<file path="src/rtl/fpsr_pkg.sv">
// Shared types and constants for the fronthaul packet steering block.
// Used by the register bank, the steering logic, the top level and the checker.
package fpsr_pkg;

	localparam int NUM_UNITS = 2;

	localparam int MAC_W    = 48;
	localparam int TCI_W    = 16;
	localparam int VID_W    = 12;
	localparam int MAP_W    = 16;
	localparam int CFG_W    = 56;
	localparam int CFG_IDX_W = 3;

	localparam logic [TCI_W-1:0] PRIO_MASK = 16'hF000;
	localparam logic [TCI_W-1:0] VID_MASK  = 16'h0FFF;
	localparam logic [TCI_W-1:0] PORT_MASK = 16'h000F;

	// register indexes
	localparam logic [CFG_IDX_W-1:0] REG_MIDDLEBOX_MAC = 3'd0;
	localparam logic [CFG_IDX_W-1:0] REG_DU_MAC        = 3'd1;
	localparam logic [CFG_IDX_W-1:0] REG_DU_VLAN_ID    = 3'd2;
	localparam logic [CFG_IDX_W-1:0] REG_RU0_MAC       = 3'd3;
	localparam logic [CFG_IDX_W-1:0] REG_RU0_LOCAL_MAC = 3'd4;
	localparam logic [CFG_IDX_W-1:0] REG_RU1_MAC       = 3'd5;
	localparam logic [CFG_IDX_W-1:0] REG_RU1_LOCAL_MAC = 3'd6;
	localparam logic [CFG_IDX_W-1:0] REG_RU_MAPS       = 3'd7;

	// result action codes
	localparam logic [2:0] ACT_FWD      = 3'd0;
	localparam logic [2:0] ACT_BAD_SRC  = 3'd1;
	localparam logic [2:0] ACT_BAD_DST  = 3'd2;
	localparam logic [2:0] ACT_BAD_TYPE = 3'd3;
	localparam logic [2:0] ACT_NO_ANT   = 3'd4;

	// eCPRI message types
	localparam logic [7:0] TYPE_IQ  = 8'd0;
	localparam logic [7:0] TYPE_RTC = 8'd2;

	// ingress port codes
	localparam logic [1:0] PORT_DU   = 2'd0;
	localparam logic [1:0] PORT_RU0  = 2'd1;
	localparam logic [1:0] PORT_RU1  = 2'd2;
	localparam logic [1:0] PORT_NONE = 2'd3;

	typedef struct packed {
		logic [1:0]       ingress_port;
		logic [MAC_W-1:0] source_mac;
		logic [MAC_W-1:0] dest_mac;
		logic             has_vlan_tag;
		logic [TCI_W-1:0] tag_control;
		logic [7:0]       ecpri_msg_type;
		logic [3:0]       antenna_port;
	} header_t;

	typedef struct packed {
		logic [2:0]       action;
		logic             target_unit;
		logic [MAC_W-1:0] new_dest_mac;
		logic [MAC_W-1:0] new_source_mac;
		logic [TCI_W-1:0] new_tag_control;
		logic             last_copy;
	} result_t;

	typedef struct packed {
		logic [MAC_W-1:0] middlebox_mac;
		logic [MAC_W-1:0] du_mac;
		logic [VID_W-1:0] du_vlan_id;
		logic [MAC_W-1:0] ru0_mac;
		logic [MAC_W-1:0] ru0_local_mac;
		logic [MAC_W-1:0] ru1_mac;
		logic [MAC_W-1:0] ru1_local_mac;
		logic [CFG_W-1:0] ru_maps;
	} cfg_t;

	// steering decision for one header: one or two copies
	typedef struct packed {
		logic    two_copies;
		result_t first;
		result_t second;
	} steer_t;

	function automatic logic [TCI_W-1:0] retag(input logic has_tag,
			input logic [TCI_W-1:0] tci, input logic [VID_W-1:0] vid);
		logic [TCI_W-1:0] r;
		r = has_tag ? ((tci & PRIO_MASK) | ({4'd0, vid} & VID_MASK)) : tci;
		return r;
	endfunction

endpackage

</file>
<file path="src/rtl/fpsr_cfg_regs.sv">
// Configuration register bank for the steering block.
// Depends on fpsr_pkg for the register indexes and the cfg_t layout.
module fpsr_cfg_regs import fpsr_pkg::*; (
	input  logic                 clk,
	input  logic                 arst_n,
	input  logic                 wr_en,
	input  logic [CFG_IDX_W-1:0] wr_index,
	input  logic [CFG_W-1:0]     wr_data,
	output cfg_t                 cfg
);

	cfg_t cfg_q;

	always_ff @(posedge clk or negedge arst_n) begin
		if (!arst_n) begin
			cfg_q <= '0;
		end else if (wr_en) begin
			case (wr_index)
				REG_MIDDLEBOX_MAC: cfg_q.middlebox_mac <= wr_data[MAC_W-1:0];
				REG_DU_MAC:        cfg_q.du_mac        <= wr_data[MAC_W-1:0];
				REG_DU_VLAN_ID:    cfg_q.du_vlan_id    <= wr_data[VID_W-1:0];
				REG_RU0_MAC:       cfg_q.ru0_mac       <= wr_data[MAC_W-1:0];
				REG_RU0_LOCAL_MAC: cfg_q.ru0_local_mac <= wr_data[MAC_W-1:0];
				REG_RU1_MAC:       cfg_q.ru1_mac       <= wr_data[MAC_W-1:0];
				REG_RU1_LOCAL_MAC: cfg_q.ru1_local_mac <= wr_data[MAC_W-1:0];
				REG_RU_MAPS:       cfg_q.ru_maps       <= wr_data;
				default: ;
			endcase
		end
	end

	assign cfg = cfg_q;

endmodule

</file>
<file path="src/rtl/fpsr_steer.sv">
// Steering and header rewrite decision for one registered header.
// Pure combinational logic; depends on fpsr_pkg for types and codes.
module fpsr_steer import fpsr_pkg::*; (
	input  header_t hdr,
	input  cfg_t    cfg,
	output steer_t  steer
);

	logic [MAC_W-1:0] u_mac   [2];
	logic [MAC_W-1:0] u_local [2];
	logic [MAP_W-1:0] u_map   [2];
	logic [VID_W-1:0] u_vlan  [2];
	logic             hit     [2];
	logic             two_units;
	logic             up_unit;
	logic             up_valid;
	logic [3:0]       ant;
	result_t          drop;
	result_t          fwd     [2];
	result_t          up_fwd;

	assign two_units = (NUM_UNITS > 1);

	assign u_mac[0]   = cfg.ru0_mac;
	assign u_mac[1]   = cfg.ru1_mac;
	assign u_local[0] = cfg.ru0_local_mac;
	assign u_local[1] = cfg.ru1_local_mac;
	assign u_map[0]   = cfg.ru_maps[15:0];
	assign u_vlan[0]  = cfg.ru_maps[27:16];
	assign u_map[1]   = cfg.ru_maps[43:28];
	assign u_vlan[1]  = cfg.ru_maps[55:44];

	assign ant    = hdr.antenna_port & PORT_MASK[3:0];
	assign hit[0] = u_map[0][ant];
	assign hit[1] = u_map[1][ant] & two_units;

	// port 1 is unit zero, port 2 unit one; port 3 names no unit
	assign up_unit  = hdr.ingress_port[1];
	assign up_valid = (hdr.ingress_port == PORT_RU0) ||
		((hdr.ingress_port == PORT_RU1) && two_units);

	always_comb begin
		drop.action          = ACT_BAD_SRC;
		drop.target_unit     = 1'b0;
		drop.new_dest_mac    = hdr.dest_mac;
		drop.new_source_mac  = hdr.source_mac;
		drop.new_tag_control = hdr.tag_control;
		drop.last_copy       = 1'b1;

		for (int u = 0; u < 2; u++) begin
			fwd[u].action          = ACT_FWD;
			fwd[u].target_unit     = u[0];
			fwd[u].new_dest_mac    = u_mac[u];
			fwd[u].new_source_mac  = u_local[u];
			fwd[u].new_tag_control = retag(hdr.has_vlan_tag, hdr.tag_control, u_vlan[u]);
			fwd[u].last_copy       = 1'b1;
		end

		up_fwd.action          = ACT_FWD;
		up_fwd.target_unit     = up_unit;
		up_fwd.new_dest_mac    = cfg.du_mac;
		up_fwd.new_source_mac  = cfg.middlebox_mac;
		up_fwd.new_tag_control = retag(hdr.has_vlan_tag, hdr.tag_control, cfg.du_vlan_id);
		up_fwd.last_copy       = 1'b1;
	end

	always_comb begin
		steer.two_copies = 1'b0;
		steer.first      = drop;
		steer.second     = fwd[1];

		if (hdr.ingress_port == PORT_DU) begin
			if (hdr.source_mac != cfg.du_mac) begin
				steer.first.action = ACT_BAD_SRC;
			end else if (hdr.dest_mac != cfg.middlebox_mac) begin
				steer.first.action = ACT_BAD_DST;
			end else if (hdr.ecpri_msg_type == TYPE_RTC) begin
				// control goes to every unit, unit zero first
				steer.first = fwd[0];
				if (two_units) begin
					steer.two_copies          = 1'b1;
					steer.first.last_copy     = 1'b0;
				end
			end else if (hdr.ecpri_msg_type == TYPE_IQ) begin
				if (hit[0]) begin
					steer.first = fwd[0];
				end else if (hit[1]) begin
					steer.first = fwd[1];
				end else begin
					steer.first.action = ACT_NO_ANT;
				end
			end else begin
				steer.first.action = ACT_BAD_TYPE;
			end
		end else if (!up_valid) begin
			steer.first.action = ACT_BAD_SRC;
		end else begin
			steer.first.target_unit = up_unit;
			if (hdr.source_mac != u_mac[up_unit]) begin
				steer.first.action = ACT_BAD_SRC;
			end else if (hdr.dest_mac != u_local[up_unit]) begin
				steer.first.action = ACT_BAD_DST;
			end else if (!u_map[up_unit][ant]) begin
				steer.first.action = ACT_NO_ANT;
			end else begin
				steer.first = up_fwd;
			end
		end
	end

endmodule

</file>
<file path="src/rtl/fronthaul_packet_steering_rewrite.sv">
// Fronthaul packet steering and header rewrite, two radio units.
// A header is taken when start is high and busy is low and held in the input
// register; its results are registered and shown on result with done high, and
// the receiver cannot hold results off. A new header can be taken every cycle
// while busy is low. A well-addressed downlink control header yields one copy
// per radio unit, unit zero first; while it sits in the input register busy is
// high for that one cycle, since the single result port emits one copy per cycle.
// Every other header gives exactly one result; last_copy marks each header's last.
// Configuration registers are written through cfg_valid/cfg_ready (always ready)
// and should be changed only while no header is in flight.
// Depends on fpsr_pkg, fpsr_cfg_regs and fpsr_steer.
module fronthaul_packet_steering_rewrite import fpsr_pkg::*; (
	input  logic                 clk,
	input  logic                 arst_n,
	input  logic                 start,
	output logic                 busy,
	input  header_t              header,
	output logic                 done,
	output result_t              result,
	input  logic                 cfg_valid,
	output logic                 cfg_ready,
	input  logic [CFG_IDX_W-1:0] cfg_index,
	input  logic [CFG_W-1:0]     cfg_data
);

	cfg_t    cfg;
	steer_t  steer;
	logic    valid_s1;
	header_t hdr_s1;
	logic    done_q;
	result_t result_q;
	logic    pend_q;
	result_t pend_data_q;
	logic    accept;

	assign cfg_ready = 1'b1;

	fpsr_cfg_regs u_cfg (
		.clk      (clk),
		.arst_n   (arst_n),
		.wr_en    (cfg_valid & cfg_ready),
		.wr_index (cfg_index),
		.wr_data  (cfg_data),
		.cfg      (cfg)
	);

	fpsr_steer u_steer (
		.hdr   (hdr_s1),
		.cfg   (cfg),
		.steer (steer)
	);

	// hold off the next item while a two-copy item uses the result port twice
	assign busy   = valid_s1 & steer.two_copies;
	assign accept = start & ~busy;

	always_ff @(posedge clk or negedge arst_n) begin
		if (!arst_n) begin
			valid_s1 <= 1'b0;
		end else begin
			valid_s1 <= accept;
		end
	end

	always_ff @(posedge clk) begin
		if (accept) begin
			hdr_s1 <= header;
		end
	end

	always_ff @(posedge clk or negedge arst_n) begin
		if (!arst_n) begin
			done_q <= 1'b0;
			pend_q <= 1'b0;
		end else begin
			done_q <= valid_s1 | pend_q;
			pend_q <= valid_s1 & steer.two_copies;
		end
	end

	always_ff @(posedge clk) begin
		if (valid_s1) begin
			result_q    <= steer.first;
			pend_data_q <= steer.second;
		end else if (pend_q) begin
			result_q <= pend_data_q;
		end
	end

	assign done   = done_q;
	assign result = result_q;

endmodule

</file>
<file path="config.mk">
export PLATFORM = sky130hd
export DESIGN_NAME = fronthaul_packet_steering_rewrite
export DESIGN_NICKNAME = d
export VERILOG_FILES = /design/src/rtl/fpsr_pkg.sv /design/src/rtl/fpsr_cfg_regs.sv /design/src/rtl/fpsr_steer.sv /design/src/rtl/fronthaul_packet_steering_rewrite.sv
export SDC_FILE = /design/constraint.sdc
export NUM_CORES = 1
export LEC_CHECK = 0
export BUFFER_PORTS_ARGS = -buffer_cell sky130_fd_sc_hd__buf_2
export CAP_MARGIN = 25
export CORE_MARGIN = 1.5
export CORE_UTILIZATION = 30
export CTS_CLUSTER_SIZE = 20
export DETAILED_ROUTE_END_ITERATION = 10
export RECOVER_POWER = 100
export SLEW_MARGIN = 0
export SYNTH_ARGS = -nofsm -noshare
export SYNTH_HDL_FRONTEND = slang
export SYNTH_SLANG_ARGS = --single-unit
</file>
<file path="constraint.sdc">
create_clock -name clk -period 6.67 [get_ports clk]
set_input_delay 0.3335 -clock clk [delete_from_list [all_inputs] [get_ports clk]]
set_output_delay 0.3335 -clock clk [all_outputs]
set_load 0.1 [all_outputs]
</file>
# After elaboration in Yosys (flattened, before gate mapping)
# Index checks and enable logic that the tools add are counted.
[op_classes]
eq_ne = 14
mux = 43
n_bitwise = 8
reduce_logical = 13
n_lt_le_gt_ge = 2
[op_table]
columns = ["cell", "n"]
rows = [
  ["2-to-1 mux 117 bit", 5],
  ["2-to-1 mux 114 bit", 5],
  ["2-to-1 mux 113 bit", 3],
  ["2-to-1 mux 48 bit", 6],
  ["inequality test 48 bit", 4],
  ["2-to-1 mux 16 bit", 6],
  ["bitwise OR 16 x 12 -> 16 bit", 3],
  ["2-to-1 mux 3 bit", 8],
  ["AND reduction 2 bit", 8],
  ["binary-select mux 1 bit (select 4 bit)", 3],
  ["== test 3 bit (second input constant)", 4],
  ["== test 8 x 2 -> 1 bit (second input constant)", 1],
  ["zero test 8 bit", 1],
  ["2-to-1 mux 1 bit", 7],
  ["== test 3 x 2 -> 1 bit (second input constant)", 2],
  ["less-than comparator 4 x 5 -> 1 bit (second input constant)", 1],
  ["== test 3 x 1 -> 1 bit (second input constant)", 1],
  ["zero test 3 bit", 1],
  ["bitwise AND 1 bit", 2],
  ["== test 2 x 1 -> 1 bit (second input constant)", 1],
  ["== test 2 bit (second input constant)", 1],
  ["greater-or-equal comparator 2 bit (second input constant)", 1],
  ["zero test 2 bit", 1],
  ["inverter 1 -> 2 bit", 1],
  ["other kinds (4)", 4],
]
[totals]
inputBits = 190
ff_bits = 715

# Logic depth before layout (Yosys ltp)
[depth]
ltp_word = 12
depth_mapped = 15

# By module
# Synthesis repeated with hierarchy kept, for this count alone.
[hier_totals]
hier_cells = 2672
hier_area_um2 = 35582.9
[by_module_without_submodules]
columns = ["mod", "area_per_inst_um2", "cells_per_inst", "instances", "seq_area_each_um2"]
rows = [
  ["fpsr_cfg_regs", 13426.6, 757, 1, 8908.5],
  ["fronthaul_packet_steering_rewrite", 12398.1, 499, 1, 10915.5],
  ["fpsr_steer", 9758.1, 1416, 1, 0.0],
]

# Worst setup path after synthesis
# OpenSTA, ideal clock, no wires.
[synth_path]
path_type = "register to register"
from = "register valid_s1"
to = "register hdr_s1[0] (netlist bit), enable pin"
stages_incl_launch_ff = 6
required_ps = 5847
setup_ps = 823
path_slack_ps = 634
path_buffers = 1
arrival_time_ps = 5213
path_cell_list = "dfrtp_1 -> clkbuf_1 -> nand2_1 -> or3_1 -> or2_2 -> and2_1"
[synth_via]
elab_chain_len = 3
[synth_lines]
columns = ["element", "line", "rtl"]
rows = [
  ["start, declared", "fronthaul_packet_steering_rewrite.sv:28", "logic valid_s1;"],
  ["start signal, assigned", "fronthaul_packet_steering_rewrite.sv:61", "valid_s1 <= accept;"],
  ["bitwise AND 1 bit", "fronthaul_packet_steering_rewrite.sv:54", "assign busy = valid_s1 & steer.two_copies;"],
  ["inverter 1 bit", "fronthaul_packet_steering_rewrite.sv:55", "assign accept = start & ~busy;"],
  ["bitwise AND 1 bit", "fronthaul_packet_steering_rewrite.sv:55", ""],
  ["named net accept", "fronthaul_packet_steering_rewrite.sv:34", "logic accept;"],
  ["end signal, assigned", "fronthaul_packet_steering_rewrite.sv:67", "hdr_s1 <= header;"],
  ["end, declared", "fronthaul_packet_steering_rewrite.sv:29", "header_t hdr_s1;"],
]
# The timed path passes the listed nets, and every way through them passes these cells.
# A chain may end at the register's enable or synchronous reset.

# Worst setup path in the final report
[layout_path]
from = "register hdr_s1[126] (netlist bit)"
to = "register result_q, in the netlist result[48], data pin"
[layout_via]
elab_chain_len = 12
[layout_lines]
columns = ["element", "line", "rtl"]
rows = [
  ["inverter 1 -> 2 bit (implied by the code)", "fpsr_steer.sv:99, fpsr_steer.sv:101, fpsr_steer.sv:103", ""],
  ["2-to-1 mux 16 bit (implied by the code) (3 in a row)", "fpsr_steer.sv:103", "end else if (!u_map[up_unit][ant]) begin"],
  ["binary-select mux 1 bit (select 4 bit)", "fpsr_steer.sv:103", ""],
  ["2-to-1 mux 1 bit (implied by the code)", "fpsr_steer.sv:103", ""],
  ["2-to-1 mux 113 bit", "fpsr_steer.sv:103", ""],
  ["2-to-1 mux 113 bit", "fpsr_steer.sv:101", "end else if (hdr.dest_mac != u_local[up_unit]) begin"],
  ["2-to-1 mux 113 bit", "fpsr_steer.sv:99", "if (hdr.source_mac != u_mac[up_unit]) begin"],
  ["2-to-1 mux 114 bit", "fpsr_steer.sv:95", "end else if (!up_valid) begin"],
  ["2-to-1 mux 117 bit *", "fpsr_steer.sv:72", "if (hdr.ingress_port == PORT_DU) begin"],
  ["2-to-1 mux 117 bit *", "fronthaul_packet_steering_rewrite.sv:82", "if (valid_s1) begin"],
  ["end signal, assigned", "fronthaul_packet_steering_rewrite.sv:83", "result_q <= steer.first;"],
  ["end signal, assigned", "fronthaul_packet_steering_rewrite.sv:86", "result_q <= pend_data_q;"],
  ["end, declared", "fronthaul_packet_steering_rewrite.sv:31", "result_t result_q;"],
]
# Every way passes the cells marked *; elsewhere a longest branch is shown, timed or not. The select of a mux whose other input is x is not followed.

==> impl_table.tex <==
\begin{tabular}{lr}
\hline
Metric & Value \\
\hline
\multicolumn{2}{l}{\textbf{Run status}} \\
Run status & finished, violations left \\
Violated checks & capacitance limit, slew limit \\
\multicolumn{2}{l}{\textbf{Worst setup path}} \\
Startpoint of the worst register-to-register path & hdr\_s1[126]\$\_DFFE\_PP\_ \\
Data arrival time of the worst path & 5.89 ns \\
Launch point of the worst path & hdr\_s1[126]\$\_DFFE\_PP\_ \\
Critical-path cell list & buf\_12, mux2i\_1, xnor2\_1, nor4\_1, nand4\_1, nor3\_1, nand3\_4, clkbuf\_2, mux2i\_1, o221ai\_1 \\
Peak per-stage delay on the critical path & 0.83 ns \\
Startpoint Class & register \\
Critical path's slowest cell & sky130\_fd\_sc\_hd\_\_clkbuf\_2 \\
Cell type with the highest occurrence count on the critical path & sky130\_fd\_sc\_hd\_\_mux2i\_1 \\
Worst Path Max Fanout & 82 \\
Critical Path End Type & register \\
Type of the setup path with the least slack & reg -> reg \\
Required time at the worst-slack endpoint & 6.94 ns \\
\multicolumn{2}{l}{\textbf{Global route}} \\
Antenna violations before repair & 13 \\
Global route overflow & 0 \\
Pin count of the biggest net entering global routing & 107 \\
All-Layer GR Usage & 22.1\% \\
Wire length of the first global-routing pass & 178 mm \\
Vias in the first global route & 22.8k \\
\multicolumn{2}{l}{\textbf{Yosys}} \\
Post-synth EDFFs & 356 \\
Dominant combinational cell family by area after synthesis & multiplexers \\
Fraction of the mapped netlist area in adder cells & 0.0746\% \\
Net Count, Synth & 2593 \\
Count of warnings emitted by yosys & 0 \\
Post-synthesis sequential area ratio & 58.6\% \\
Largest cells by area after synthesis & sky130\_fd\_sc\_hd\_\_edfxtp\_1, sky130\_fd\_sc\_hd\_\_dfrtp\_1, sky130\_fd\_sc\_hd\_\_mux2\_2 \\
Synth Area in XOR/XNOR & 4.93\% \\
Synthesized-area fraction occupied by ao, oa, aoi and oai cells & 10.1\% \\
Top cell type's share of synthesized area & 31.9\% \\
Synth Instances & 2401 \\
Simple-gate share of the synthesized area & 3.70\% \\
Synthesized area per cell & 14.0 um\^{}2 \\
Area leader, netlist & sky130\_fd\_sc\_hd\_\_edfxtp\_1 \\
Asr flop ratio synth & 50.2\% \\
Netlist cell types & 60 \\
Register bit count reported by yosys & 715 \\
Mux cell area share after synthesis & 19.7\% \\
Cell area after synthesis & 33600 um\^{}2 \\
Top\_reg\_cell synth & sky130\_fd\_sc\_hd\_\_dfrtp\_1 \\
\multicolumn{2}{l}{\textbf{STA}} \\
Min Tclk post-route & 5.62 ns \\
Max frequency & 0.178 GHz \\
RSZ-0062 raised after global routing & false \\
Final Hold Violating Endpoints & 0 \\
Final worst path period share & 84.2\% \\
Final setup vio count & 0 \\
Total Neg Setup Slack & 0 ns \\
Number of pins exceeding their max-slew limit in the final report & 803 \\
Smallest setup slack after layout & 1.05 ns \\
Pin slew with the least headroom to its limit & 4.43 ns \\
Normalized max-slew margin & -196\% \\
Final setup skew & 0.0306 ns \\
\multicolumn{2}{l}{\textbf{Floorplanning}} \\
Total core area & 111000 um\^{}2 \\
Effective utilization at floorplan & 30.3\% \\
Width of the die & 337 um \\
Row Count & 122 \\
Die Footprint & 114000 um\^{}2 \\
I/O pin total & 310 \\
Vertical die dimension & 337 um \\
\multicolumn{2}{l}{\textbf{Power}} \\
Logic pwr share & 19.8\% \\
Part of the total power dissipated in sequential elements & 45.5\% \\
Power density cells & 329 nW/um\^{}2 \\
Switching power & 4220 uW \\
Leakage component of the power & 0.0157 uW \\
Part of the power in the clock network & 34.7\% \\
Maximum resistive drop on vdd & 200 uV \\
Switching part of the total & 31.6\% \\
Internal power component & 9130 uW \\
\multicolumn{2}{l}{\textbf{Route}} \\
Count of vias placed by the detailed router & 23.6k \\
Pre-antenna DRT Iters & 8 \\
DRC viols & 0 \\
Routed wire length & 128 mm \\
Wirelength per Cell & 29.2 um \\
Number of nets with antenna violations after detailed routing & 0 \\
Vias per cell & 5.39 \\
Initial DRC count & 2523 \\
\multicolumn{2}{l}{\textbf{Placed design}} \\
Detailed placer's ending HPWL & 84.9 mm \\
Total of buffers placed on input and output ports & 308 \\
Worst slack after detailed placement & 1.50 ns \\
Routability congestion estimate & 0.928 \\
\multicolumn{2}{l}{\textbf{Cells and area}} \\
Number of filler cells placed in the layout & 10.9k \\
Final Core Density & 36.6\% \\
Proportion of layout cells with a drive suffix above 1 & 26.5\% \\
Area added between synthesis and finish & 20.7\% \\
Fin nets & 3006 \\
\multicolumn{2}{l}{\textbf{CTS}} \\
Clock H-tree levels & 3 \\
Clock tree root buffer cell & sky130\_fd\_sc\_hd\_\_clkbuf\_16 \\
Clock tree from TritonCTS & yes \\
Hold-fix buffers at CTS & 136 \\
Clock buffers created by TritonCTS & 85 \\
Number of clock sinks & 715 \\
Clock-pin slew on the worst setup and hold paths & 0.06 ns \\
Gates resized, CTS repair & 0 \\
Worst-skew pair later-pin latency & 0.67 ns \\
Post-CTS setup repair buffer count & 0 \\
Clock Path Buffers & 3 \\
\multicolumn{2}{l}{\textbf{Min path}} \\
Path category of the worst min-delay check & in -> reg \\
Launch point of the worst hold path & cfg\_data[35] \\
\multicolumn{2}{l}{\textbf{Run}} \\
Number of violations of the max-capacitance limit & 17 \\
\hline
\end{tabular}
stage by stage:
| stage | hold WS (ns) | cell area [um^2] | total power, uW | std cells |
|---|---|---|---|---|
| 3_3_place_gp | 0.433 | 36700 | 8670 | 4077 |
| 4_1_cts | 0.00691 | 40800 | 13400 | 4373 |
| 3_5_place_dp | 0.435 | 36700 | 8700 | 4077 |
| 5_1_grt | 0.0193 | 40500 | 13800 | 4376 |
| 2_1_floorplan | 0.0379 | 33600 | 7670 | 2401 |
| 6_report | 0.0485 | 40500 | 13300 | 4377 |
per-layer routing:
layer  track usage, %  share of wire (%)
met5                0              0.068
met4             7.27                3.4
met3             5.01                8.7
met2             34.3                 46
met1             30.2                 42
final cells by class:
type | instances | area [um^2] | area share (%)
multi-input combinational | 1472 | 13000 | 32.1
sequential | 715 | 19700 | 48.6
antenna | 2 | 5.00 | 0.0124
timing repair buffer | 487 | 3040 | 7.50
clock buffer | 132 | 2480 | 6.12
tap | 1488 | 1860 | 4.59
clock inverter | 28 | 250 | 0.618
inverter | 53 | 200 | 0.494
cells by family (layout without fill, tap and decap cells):
kind of cell | after synthesis | in the layout
simple gates | 241 | 241
other cells | 1 | 3
fa+ha+maj | 2 | 2
flops | 715 | 715
compound gates | 439 | 439
mux | 600 | 600
xor+xnor | 189 | 189
buf+inv | 214 | 700
power groups by stage:
| stage | Clock (uW) | Sequential [uW] | Combinational, uW |
|---|---|---|---|
| floorplan | 0 | 6310 | 1360 |
| global placement | 0 | 6130 | 2540 |
| detailed placement | 0 | 6140 | 2570 |
| CTS | 4700 | 6060 | 2640 |
| global route | 4870 | 6150 | 2770 |
| finish | 4630 | 6070 | 2650 |
worst paths after layout:
path | to | slack (ns) | depth (start not counted)
setup / recovery | result[48]$_DFFE_PP_ | 1.05 | 10
hold / removal | u_cfg.cfg[91]$_DFFE_PN0P_ | 0.05 | 2
setup reg to reg | result[48]$_DFFE_PP_ | 1.05 | 10
hold reg to reg | pend_data_q[16]$_DFFE_PP_ | 0.45 | 0
max in group asynchronous | u_cfg.cfg[332]$_DFFE_PN0P_ | 2.06 | 3
min in group asynchronous | u_cfg.cfg[50]$_DFFE_PN0P_ | 0.32 | 2
layout by cell type, fill, tap and decap left out, types with 7 or more instances in the layout:
| cell type | count |
|---|---|
| sky130_fd_sc_hd__buf_2 | 170 |
| sky130_fd_sc_hd__o22ai_2 | 19 |
| sky130_fd_sc_hd__clkbuf_16 | 89 |
| sky130_fd_sc_hd__a31oi_1 | 11 |
| sky130_fd_sc_hd__nor4_1 | 31 |
| sky130_fd_sc_hd__mux4_2 | 10 |
| sky130_fd_sc_hd__nor2b_1 | 13 |
| sky130_fd_sc_hd__nand3_1 | 18 |
| sky130_fd_sc_hd__o221ai_2 | 11 |
| sky130_fd_sc_hd__o21ai_0 | 100 |
| sky130_fd_sc_hd__dlygate4sd3_1 | 136 |
| sky130_fd_sc_hd__xnor2_1 | 187 |
| sky130_fd_sc_hd__inv_1 | 52 |
| sky130_fd_sc_hd__clkbuf_8 | 10 |
| sky130_fd_sc_hd__a21oi_1 | 7 |
| sky130_fd_sc_hd__clkinv_2 | 12 |
| sky130_fd_sc_hd__o22a_1 | 47 |
| sky130_fd_sc_hd__mux2i_1 | 206 |
| sky130_fd_sc_hd__mux2_2 | 384 |
| sky130_fd_sc_hd__nor2_1 | 12 |
| sky130_fd_sc_hd__dfrtp_1 | 359 |
| sky130_fd_sc_hd__nand2_1 | 91 |
| sky130_fd_sc_hd__clkbuf_1 | 183 |
| sky130_fd_sc_hd__o22ai_1 | 32 |
| sky130_fd_sc_hd__a22o_1 | 49 |
| sky130_fd_sc_hd__nand4_1 | 32 |
| sky130_fd_sc_hd__buf_4 | 24 |
| sky130_fd_sc_hd__o21a_1 | 49 |
| sky130_fd_sc_hd__o221ai_1 | 82 |
| sky130_fd_sc_hd__edfxtp_1 | 356 |
flip-flops by register name, indices dropped and copies added, names as in the netlist:
name / count
hdr_s1: 127
result: 117
done: 1
pend_q: 1
u_cfg.cfg: 356
pend_data_q: 112
valid_s1: 1
cells in the mapped netlist, drive strengths merged (11+ instances only):
cell,count
o21ai,102
a31oi,11
nand4,32
edfxtp,356
o21a,49
nor2b,13
o221ai,93
buf,67
inv,53
nor4,31
dfrtp,359
mux2,384
o22ai,51
clkbuf,94
nand3,19
nor2,13
a22o,49
mux2i,206
xnor2,187
o22a,47
nand2,92
critical path, delay by kind of cell, from the launching register on:
kind	cells	cell delay [ns]
xor+xnor	1	0.22
buf+inv	2	1.39
compound gates	1	0.13
mux	2	0.67
flops	1	0.39
simple gates	4	2.35
Power figures use the tool's default switching activity.
